===== src/ip_pseudo_header_checksum_core_macros.svh =====
// ----------------------------------------------------------------------------
// ip_pseudo_header_checksum_core_macros
// Assertion macros for the checksum core; empty bodies under synthesis.
// ----------------------------------------------------------------------------
`ifndef IP_PSEUDO_HEADER_CHECKSUM_CORE_MACROS_SVH
`define IP_PSEUDO_HEADER_CHECKSUM_CORE_MACROS_SVH

`ifndef SYNTHESIS
`define IPC_ASSERT_IMPL(lbl, ante, cons) \
  lbl: assert property (@(posedge clk) disable iff (!rst_n) (ante) |-> (cons)) \
    else $error("ipc assertion failed");
`define IPC_ASSERT_NEXT(lbl, ante, cons) \
  lbl: assert property (@(posedge clk) disable iff (!rst_n) (ante) |=> (cons)) \
    else $error("ipc assertion failed");
`else
`define IPC_ASSERT_IMPL(lbl, ante, cons)
`define IPC_ASSERT_NEXT(lbl, ante, cons)
`endif

`endif


===== src/ipc_pkg.sv =====
// ----------------------------------------------------------------------------
// ipc_pkg
// Shared types, constants and the end-around-carry adder for the checksum core.
// ----------------------------------------------------------------------------
package ipc_pkg;

  localparam logic [1:0]  MODE_HDR     = 2'd0;
  localparam logic [15:0] MAXP_RESET   = 16'd1500;
  localparam logic [1:0]  MODE_RESET   = 2'd1;
  localparam logic [15:0] SUM_ONES     = 16'hffff;
  localparam logic [15:0] V4_LEN_AT    = 16'd2;
  localparam logic [15:0] V6_LEN_AT    = 16'd4;
  localparam logic [15:0] V4_ADDR_LO   = 16'd12;
  localparam logic [15:0] V4_ADDR_HI   = 16'd20;
  localparam logic [15:0] V6_ADDR_LO   = 16'd8;
  localparam logic [15:0] V6_ADDR_HI   = 16'd40;
  localparam logic [15:0] V6_FIXED_HDR = 16'd40;

  localparam int QDEPTH = 4;
  localparam int QAW    = $clog2(QDEPTH);

  localparam logic       CFG_IDX_MODE = 1'b0;
  localparam logic       CFG_IDX_MAXP = 1'b1;

  typedef struct packed {
    logic [1:0]  mode;
    logic [15:0] max_payload;
  } ipc_cfg_t;

  typedef struct packed {
    logic [15:0] addend;
    logic        first;
    logic        last;
    logic        err;
    logic [15:0] tail;
  } ipc_beat_t;

  function automatic logic [15:0] oc_add(input logic [15:0] a, input logic [15:0] b);
    logic [16:0] s;
    s = {1'b0, a} + {1'b0, b};
    return s[15:0] + {15'd0, s[16]};
  endfunction

endpackage


===== src/ip_pseudo_header_checksum_core.sv =====
// ----------------------------------------------------------------------------
// ip_pseudo_header_checksum_core
// Streaming Internet checksum with optional IPv4/IPv6 pseudo-header.
//
//   channel  direction  handshake           beat
//   in_      input      in_valid/in_stall   one packet byte plus marks
//   out_     output     out_valid/out_stall checksum and length error
//   cfg_     input      cfg_wr_en           register index and data
//
// One byte per cycle sustained while in_stall is low; the end-around adder in the back part sets it.
// With the queue empty, a last byte is written to a queue slot and its result then to the result register.
// Reset is synchronous; config returns to mode 1, max payload 1500.
// in_stall rises only when the four-entry queue is full; out_stall holds
// the result register and backs the queue up.
// ----------------------------------------------------------------------------
`include "ip_pseudo_header_checksum_core_macros.svh"

module ip_pseudo_header_checksum_core (
  input  logic        clk,
  input  logic        rst_n,
  input  logic        cfg_wr_en,
  input  logic        cfg_index,
  input  logic [15:0] cfg_data,
  input  logic        in_valid,
  output logic        in_stall,
  input  logic [7:0]  in_data_byte,
  input  logic        in_first,
  input  logic        in_last,
  input  logic [7:0]  in_proto,
  input  logic [15:0] in_ipv6_header_len,
  output logic        out_valid,
  input  logic        out_stall,
  output logic [15:0] out_checksum,
  output logic        out_length_error
);
  import ipc_pkg::*;

  ipc_cfg_t  cfg_r;
  ipc_beat_t push_beat, head;
  logic      push_en, q_full, q_empty, pop;

  always_ff @(posedge clk) begin
    if (!rst_n) begin
      cfg_r.mode        <= MODE_RESET;
      cfg_r.max_payload <= MAXP_RESET;
    end else if (cfg_wr_en) begin
      if (cfg_index == CFG_IDX_MODE) cfg_r.mode <= cfg_data[1:0];
      if (cfg_index == CFG_IDX_MAXP) cfg_r.max_payload <= cfg_data;
    end
  end

  ipc_front u_front (
    .clk                (clk),
    .rst_n              (rst_n),
    .cfg                (cfg_r),
    .in_valid           (in_valid),
    .in_stall           (in_stall),
    .in_data_byte       (in_data_byte),
    .in_first           (in_first),
    .in_last            (in_last),
    .in_proto           (in_proto),
    .in_ipv6_header_len (in_ipv6_header_len),
    .q_full             (q_full),
    .push_en            (push_en),
    .push_beat          (push_beat)
  );

  ipc_queue u_queue (
    .clk   (clk),
    .rst_n (rst_n),
    .push  (push_en),
    .din   (push_beat),
    .full  (q_full),
    .pop   (pop),
    .dout  (head),
    .empty (q_empty)
  );

  ipc_back u_back (
    .clk              (clk),
    .rst_n            (rst_n),
    .head             (head),
    .q_empty          (q_empty),
    .pop              (pop),
    .out_valid        (out_valid),
    .out_stall        (out_stall),
    .out_checksum     (out_checksum),
    .out_length_error (out_length_error)
  );

  `IPC_ASSERT_IMPL(a_err_zero, out_valid && out_length_error, out_checksum == 16'd0)
  `IPC_ASSERT_IMPL(a_ok_nonzero, out_valid && !out_length_error, out_checksum != 16'd0)
  `IPC_ASSERT_IMPL(a_hdr_no_err, out_valid && cfg_r.mode == MODE_HDR, !out_length_error)
  `IPC_ASSERT_NEXT(a_full_no_push, q_full && !pop, !q_empty)

endmodule


===== src/ipc_front.sv =====
// ----------------------------------------------------------------------------
// ipc_front
// Tracks packet position and header fields, turns each byte into a word addend
// and, on the last byte, the length/protocol tail and the length check.
// ----------------------------------------------------------------------------
module ipc_front (
  input  logic                clk,
  input  logic                rst_n,
  input  ipc_pkg::ipc_cfg_t   cfg,
  input  logic                in_valid,
  output logic                in_stall,
  input  logic [7:0]          in_data_byte,
  input  logic                in_first,
  input  logic                in_last,
  input  logic [7:0]          in_proto,
  input  logic [15:0]         in_ipv6_header_len,
  input  logic                q_full,
  output logic                push_en,
  output ipc_pkg::ipc_beat_t  push_beat
);
  import ipc_pkg::*;

  logic [15:0] pos_r, pos_nxt, hb_r, hb_nxt, lf_r, lf_nxt;
  logic [7:0]  proto_r, proto_nxt;
  logic [15:0] pos, hb0, lf0, len_at, addr_lo, addr_hi, upper, a1, a2;
  logic        v6;
  logic [15:0] w_even, w_odd;

  assign in_stall = q_full;
  assign push_en  = in_valid && !q_full;

  always_comb begin
    v6        = cfg.mode[1];
    pos       = in_first ? 16'd0 : pos_r;
    lf0       = in_first ? 16'd0 : lf_r;
    hb0       = in_first ? in_ipv6_header_len : hb_r;
    proto_nxt = in_first ? in_proto : proto_r;
    hb_nxt    = (!v6 && pos == 16'd0) ? {10'd0, in_data_byte[3:0], 2'b00} : hb0;
    len_at    = v6 ? V6_LEN_AT : V4_LEN_AT;
    addr_lo   = v6 ? V6_ADDR_LO : V4_ADDR_LO;
    addr_hi   = v6 ? V6_ADDR_HI : V4_ADDR_HI;
    if (pos == len_at) begin
      lf_nxt = {in_data_byte, lf0[7:0]};
    end else if (pos == len_at + 16'd1) begin
      lf_nxt = {lf0[15:8], in_data_byte};
    end else begin
      lf_nxt = lf0;
    end
    w_even = {in_data_byte, 8'd0};
    w_odd  = {8'd0, in_data_byte};
    a1 = 16'd0;
    a2 = 16'd0;
    if (cfg.mode == MODE_HDR) begin
      if (pos < hb_nxt) a1 = pos[0] ? w_odd : w_even;
    end else begin
      if (pos >= addr_lo && pos < addr_hi) a1 = pos[0] ? w_odd : w_even;
      if (pos >= hb_nxt) a2 = (pos[0] ^ hb_nxt[0]) ? w_odd : w_even;
    end
    upper   = lf_nxt - hb_nxt + (v6 ? V6_FIXED_HDR : 16'd0);
    pos_nxt = (pos == SUM_ONES) ? pos : pos + 16'd1;

    push_beat.addend = oc_add(a1, a2);
    push_beat.first  = in_first;
    push_beat.last   = in_last;
    push_beat.err    = (cfg.mode != MODE_HDR) && (upper > cfg.max_payload);
    push_beat.tail   = (cfg.mode == MODE_HDR) ? 16'd0 : oc_add(upper, {8'd0, proto_nxt});
  end

  always_ff @(posedge clk) begin
    if (!rst_n) begin
      pos_r   <= '0;
      hb_r    <= '0;
      lf_r    <= '0;
      proto_r <= '0;
    end else if (push_en) begin
      pos_r   <= pos_nxt;
      hb_r    <= hb_nxt;
      lf_r    <= lf_nxt;
      proto_r <= proto_nxt;
    end
  end

endmodule


===== src/ipc_queue.sv =====
// ----------------------------------------------------------------------------
// ipc_queue
// Short first-in first-out buffer of classified beats between front and back.
// ----------------------------------------------------------------------------
module ipc_queue (
  input  logic                clk,
  input  logic                rst_n,
  input  logic                push,
  input  ipc_pkg::ipc_beat_t  din,
  output logic                full,
  input  logic                pop,
  output ipc_pkg::ipc_beat_t  dout,
  output logic                empty
);
  import ipc_pkg::*;

  ipc_beat_t        slot_r [QDEPTH];
  logic [QAW-1:0]   wr_r, rd_r;
  logic [QAW:0]     cnt_r, cnt_nxt;

  assign full  = (cnt_r == QAW'(0) + (QAW+1)'(QDEPTH));
  assign empty = (cnt_r == '0);
  assign dout  = slot_r[rd_r];

  always_comb begin
    cnt_nxt = cnt_r;
    if (push && !pop) cnt_nxt = cnt_r + (QAW+1)'(1);
    else if (pop && !push) cnt_nxt = cnt_r - (QAW+1)'(1);
  end

  always_ff @(posedge clk) begin
    if (push) slot_r[wr_r] <= din;
  end

  always_ff @(posedge clk) begin
    if (!rst_n) begin
      wr_r  <= '0;
      rd_r  <= '0;
      cnt_r <= '0;
    end else begin
      if (push) wr_r <= wr_r + QAW'(1);
      if (pop)  rd_r <= rd_r + QAW'(1);
      cnt_r <= cnt_nxt;
    end
  end

endmodule


===== src/ipc_back.sv =====
// ----------------------------------------------------------------------------
// ipc_back
// Ones'-complement accumulator and result register.
// ----------------------------------------------------------------------------
module ipc_back (
  input  logic                clk,
  input  logic                rst_n,
  input  ipc_pkg::ipc_beat_t  head,
  input  logic                q_empty,
  output logic                pop,
  output logic                out_valid,
  input  logic                out_stall,
  output logic [15:0]         out_checksum,
  output logic                out_length_error
);
  import ipc_pkg::*;

  logic [15:0] sum_r, sum_nxt, fin;
  logic        ov_r;
  logic [15:0] ck_r;
  logic        err_r;

  assign pop = !q_empty && (!head.last || !ov_r || !out_stall);
  assign out_valid        = ov_r;
  assign out_checksum     = ck_r;
  assign out_length_error = err_r;

  always_comb begin
    sum_nxt = oc_add(head.first ? 16'd0 : sum_r, head.addend);
    fin     = oc_add(sum_nxt, head.tail);
  end

  always_ff @(posedge clk) begin
    if (!rst_n) begin
      sum_r <= '0;
      ov_r  <= 1'b0;
    end else begin
      if (pop) sum_r <= sum_nxt;
      if (pop && head.last) ov_r <= 1'b1;
      else if (!out_stall) ov_r <= 1'b0;
    end
  end

  always_ff @(posedge clk) begin
    if (pop && head.last) begin
      err_r <= head.err;
      if (head.err) ck_r <= 16'd0;
      else ck_r <= (fin == 16'd0) ? SUM_ONES : fin;
    end
  end

endmodule


===== config.mk =====
export PLATFORM = sky130hd
export DESIGN_NAME = ip_pseudo_header_checksum_core
export DESIGN_NICKNAME = d
export VERILOG_FILES = /design/src/ipc_pkg.sv /design/src/ip_pseudo_header_checksum_core.sv /design/src/ipc_front.sv /design/src/ipc_queue.sv /design/src/ipc_back.sv
export VERILOG_INCLUDE_DIRS = /design/src /design/src/src
export SDC_FILE = /design/constraint.sdc
export NUM_CORES = 1
export LEC_CHECK = 0
export BUFFER_PORTS_ARGS = -buffer_cell sky130_fd_sc_hd__buf_2
export CAP_MARGIN = 20
export CELL_PAD_IN_SITES_DETAIL_PLACEMENT = 1
export CELL_PAD_IN_SITES_GLOBAL_PLACEMENT = 2
export CORE_MARGIN = 2
export CORE_UTILIZATION = 44
export DETAILED_ROUTE_END_ITERATION = 10
export GPL_TIMING_DRIVEN = 0
export PLACE_DENSITY_LB_ADDON = 0.1
export SLEW_MARGIN = 20
export SYNTH_ARGS = -nofsm -noshare
export SYNTH_HDL_FRONTEND = slang
export SYNTH_HIERARCHICAL = 1
export SYNTH_SLANG_ARGS = --single-unit

===== constraint.sdc =====
create_clock -name clk -period 22.8 [get_ports clk]
set_input_delay 4.56 -clock clk [delete_from_list [all_inputs] [get_ports clk]]
set_output_delay 4.56 -clock clk [all_outputs]
set_load 0.02 [all_outputs]

Yosys cells after proc, flatten, opt, wreduce, memory -nomap -nowiden --
Memories as Yosys holds them, arrays and structs flattened. A register that Yosys moved wholly into a read port is not among the register bits. Index checks and enable logic that the tools add are counted.
Storage, ports and cells: word-level logic and storage cells 98, memories kept 1, bits in latches 0, output and inout bits 19, bits of input ports 56, register bits after elaboration 115, RAM bits 140, memory bits (read-only) 0
Memory list:
- u_queue.slot_r | depth 4, width 35, rd ports 1, clocked after memory_dff 1, wr ports 1, RTL line ipc_queue.sv:17 | ipc_beat_t slot_r [QDEPTH];
Operators by class: $mul 0, div/mod/pow operators 0, reductions and logical operators 26, shifts and indexed selects 0, mux-type cells 30, equality and inequality tests 5, add/sub/neg operators 16, bitwise logic cells 2, magnitude comparators 5
Operator list (count):
- $mux 16 | 16
- $add 16x1->16 | 4
- $add 16x16->17 | 3
- $add 16x1->16 const B | 2
- $eq 16x16->1 | 2
- $ge 16x16->1 | 2
- $logic_not 16->1 | 2
- $lt 16x16->1 | 2
- $add 16x8->17 | 1
- $add 16x16->16 | 1
- $eq 16x16->1 const B | 1
- $gt 16x16->1 | 1
- $mux 8 | 2
- $sub 16x16->16 | 1
- $mux 3 | 4
- $mux 6 | 2
- $logic_and 1x1->1 | 8
- $logic_not 1->1 | 8
- $add 2x1->2 const B | 2
- $mux 1 | 4
- $mux 2 | 2
- $reduce_and 2->1 | 2
- $reduce_bool 2->1 | 2
- $add 3x1->3 const B | 1
- other kinds (8) | 9

Logic depth before layout (Yosys ltp) --
depth after elaboration 10, depth in mapped cells 42, gate-level depth less buffers 38

Hierarchy --
Netlist, hierarchy kept.
Modules (own cells, without submodules):
- ipc_front | instances 1, seq. area each 1121.1 um^2, cells each 962, area an instance 7003.0 um^2
- ipc_queue | instances 1, seq. area each 4384.2 um^2, cells each 226, area an instance 5547.8 um^2
- ipc_back | instances 1, seq. area each 850.8 um^2, cells each 448, area an instance 3831.2 um^2
- ip_pseudo_header_checksum_core | instances 1, seq. area each 360.3 um^2, cells each 82, area an instance 784.5 um^2

Least setup slack after synthesis --
No wires, ideal clock.
path kind input to register, start point input in_first, end point memory u_queue/slot_r[0][34] in the netlist's numbering, data pin, data required time 22.522 ns, slack 11.744 ns, stages 36, setup time 0.278 ns, buffers on the path 4, arrival time 10.778 ns, cell sequence buf_2 clkinv_1 nand2_1 clkbuf_1 ha_1 nor2b_1 o21ai_0 clkbuf_1 clkbuf_1 nand2_1 ha_1 nor2b_1 o21a_1 o21a_1 o21a_1 o21a_1 o21ai_0 a32o_1 a21oi_1 nor3b_1 ha_1 fa_1 a21o_1 nand4_1 a21oi_1 o2111a_1 o31ai_1 nand2b_1 a21o_1 a21o_1 ha_1 and3_1 inv_1 nor4_1 nor4b_1 xnor3_1
RTL lines:
- from (decl) | RTL line ip_pseudo_header_checksum_core.sv:27 | input logic in_first,
- to (decl) | RTL line ipc_queue.sv:17

==> impl_metrics.csv <==
group,metric,value,unit
job,cap_violations,0,
logic_synthesis,avgSynthCellArea,9.99,µm²
power,power_frac_comb,0.606,
logic_synthesis,netlist_area,17200,µm²
power,pwr_density_cell,154,nW/µm²
clock_network,postCtsSetupBuffers,0,
logic_synthesis,synth-seq-area-share,0.391,
clock_network,htree_levels,1,
sta,timing.fmax,78.6,MHz
drt,postRouteAntennaNets,0,
sta,rsz0062_at_grt,"false",
global_routing,grt_max_degree,20,
min_path,min_from,"u_front/proto_r[1]$_SDFFE_PN0P_",
finish,n_antenna_cell,0,
logic_synthesis,ys_warn_count,6,
worst_setup_path,slowest_stage,"o21ai_0",
logic_synthesis,syn_nets,1916,
floorplan,num_rows,72,
finish,layout-drive-gt1-share,0.135,
placed_design,gp_congestion,0.870,
floorplan,dieArea,40600,µm²
worst_setup_path,crit_arrival,13.03,ns
global_routing,antenna_found_initial,0,
drt,drt_iter0_markers,600,
finish,postLayoutCellArea,19300,µm²
placed_design,placed_cell_area,18300,µm²
finish,final_util,0.502,
clock_network,clock_sinks,257,
power,p_leak,7.74,nW
global_routing,track_usage,0.236,
worst_setup_path,critPathKind,"in -> reg",
placed_design,hpwl,37.0,mm
power,clockPowerShare,0.170,
global_routing,grt_overflow_total,0,
global_routing,grt_pass1_wl,76.3,mm
drt,wl_per_cell,20.2,µm
floorplan,die_h,202,µm
sta,worst_hold_slack,0.456,ns
power,internal-power,1.65,mW
logic_synthesis,synth_enable_flop_cells,157,
sta,worstMarginPinSlew,0.897,ns
sta,slew_headroom,0.395,
worst_setup_path,cp.required,23.11,ns
logic_synthesis,yosysUniqueCellTypes,104,
floorplan,initial_core_util,0.445,
global_routing,grt_pass1_vias,13900,
min_path,hold_class,"reg -> reg",
logic_synthesis,ys_async_sr_fraction,0,
sta,fin_crit_sh,0.558,
power,swShare,0.447,
drt,wl,47.8,mm
clock_network,cts-buffers-inserted,30,
logic_synthesis,syn_inst,1718,
clock_network,root_buffer,"clkbuf_16",
drt,drt_pass1_iterations,5,
sta,skew,0.0127,ns
worst_setup_path,cp-start-kind,"input port",
finish,nFillCells,4387,
sta,setup_viol,0,
worst_setup_path,cpPeakStageDelay,0.70,ns
finish,fin_nets,2024,
floorplan,io_pins,75,
placed_design,io_buffers,71,
clock_network,clkSlewWorstSetupHoldPaths,0.06,ns
worst_setup_path,timing.critical_path.from,"in_first",
clock_network,insertion_delay,0.59,ns
worst_setup_path,worst_setup_path_end_kind,"flip-flop",
drt,vias,13300,
clock_network,clock_path_buffers,3,
clock_network,cts_tree,"done",
sta,tns,0,ns
floorplan,die_w,202,µm
drt,drc,0,
logic_synthesis,ys.flop_type,"edfxtp_1",
finish,final_common_cell,"nand2_1",
power,p_seq_frac,0.224,
power,p_switching,1.33,mW
clock_network,hold_buffers,0,
drt,viasPerCell,5.60,
sta,drv_slew,0,
finish,layout_common_cells,"nand2_1, edfxtp_1, nor2_1",
finish,area_growth,12.7,%
clock_network,post_cts_resized,0,
worst_setup_path,critPathMaxFanout,11,
floorplan,core,38600,µm²
logic_synthesis,synth_seq_cells,257,
power,ir_drop,101,µV
outcome,outcome,"completed",
sta,hold_violations,0,
sta,finalCriticalPeriod,12.72,ns
[per-layer routing]
metal | part of all wire | GRT usage | vias up
met3 | 0.023 | 0.0264 | 67
li1 | - | - | 6544
met5 | 0 | 0 | -
met2 | 0.51 | 0.435 | 166
met4 | 0.030 | 0.0675 | 0
met1 | 0.44 | 0.290 | 6484
[kinds of logic after synthesis]
family | synth area share
flops | 0.391
compound gates | 0.140
simple gates | 0.189
buf+inv | 0.0416
mux | 0.0727
fa+ha+maj | 0.107
xor+xnor | 0.0586
[critical path: cells and delay by family]
family / cells / cell delay, ns
fa+ha+maj: 5 / 1.24
compound gates: 15 / 3.45
xor+xnor: 1 / 0.35
simple gates: 8 / 1.86
buf+inv: 6 / 1.55
[stage by stage]
stage	worst slack, ns	std cells	power (mW)
4_1_cts	10.10	2367	3.01
3_3_place_gp	9.62	2307	2.43
6_report	10.08	2368	2.98
5_1_grt	9.27	2368	3.22
2_1_floorplan	11.74	1718	2.05
3_5_place_dp	9.52	2311	2.49
[power by group through the flow]
stage / Sequential (mW) / Clock [mW] / Combinational [mW]
after global placement: 0.672 / 0 / 1.76
after detailed placement: 0.678 / 0 / 1.81
final: 0.668 / 0.506 / 1.81
after CTS: 0.669 / 0.519 / 1.82
after floorplan: 0.689 / 0 / 1.36
after global routing: 0.676 / 0.535 / 2.01
[worst paths after layout]
path	end	slack, ns	depth (start not counted)
min reg2reg	u_front/proto_r[1]$_SDFFE_PN0P_	0.46	2
max	u_queue/slot_r[3][34]$_DFFE_PP_	10.08	35
min	u_front/proto_r[1]$_SDFFE_PN0P_	0.46	2
max reg2reg	u_back/out_checksum[10]$_SDFFCE_PP0P_	13.02	41
[layout make-up]
class                           instances  area [µm²]  area share
Inverter                               80         300      0.0155
Clock buffer                           43         820      0.0424
Multi-Input combinational cell       1311        9750       0.504
Timing Repair Buffer                   76         480      0.0248
Buffer                                 70         414      0.0214
Tap cell                              518         648      0.0335
Sequential cell                       257        6720       0.347
Clock inverter                         13         220      0.0114
[flip-flops by register name (all words and copies together), names as in the netlist, 2 cells and up, named ones only]
| register | cells |
|---|---|
| u_back/out_checksum | 16 |
| u_front/lf_r | 16 |
| u_back/sum_r | 16 |
| u_queue/slot_r | 140 |
| u_queue/rd_r | 2 |
| u_front/hb_r | 16 |
| u_queue/cnt_r | 3 |
| u_front/pos_r | 16 |
| u_front/proto_r | 8 |
| cfg_r | 18 |
| u_queue/wr_r | 2 |
[synth_stat cells (all sizes together), types with 38 or more instances]
library cell | count | area [µm²]
nor2 | 136 | 513
nand2 | 166 | 623
dfxtp | 100 | 2000
inv | 76 | 285
nand4 | 38 | 253
o21ai | 82 | 422
ha | 134 | 1680
clkbuf | 38 | 144
and2 | 38 | 240
nand3 | 52 | 275
edfxtp | 157 | 4710
xnor2 | 74 | 678
nor2b | 49 | 307
a21oi | 86 | 430
Power figures use the tool's default switching activity.
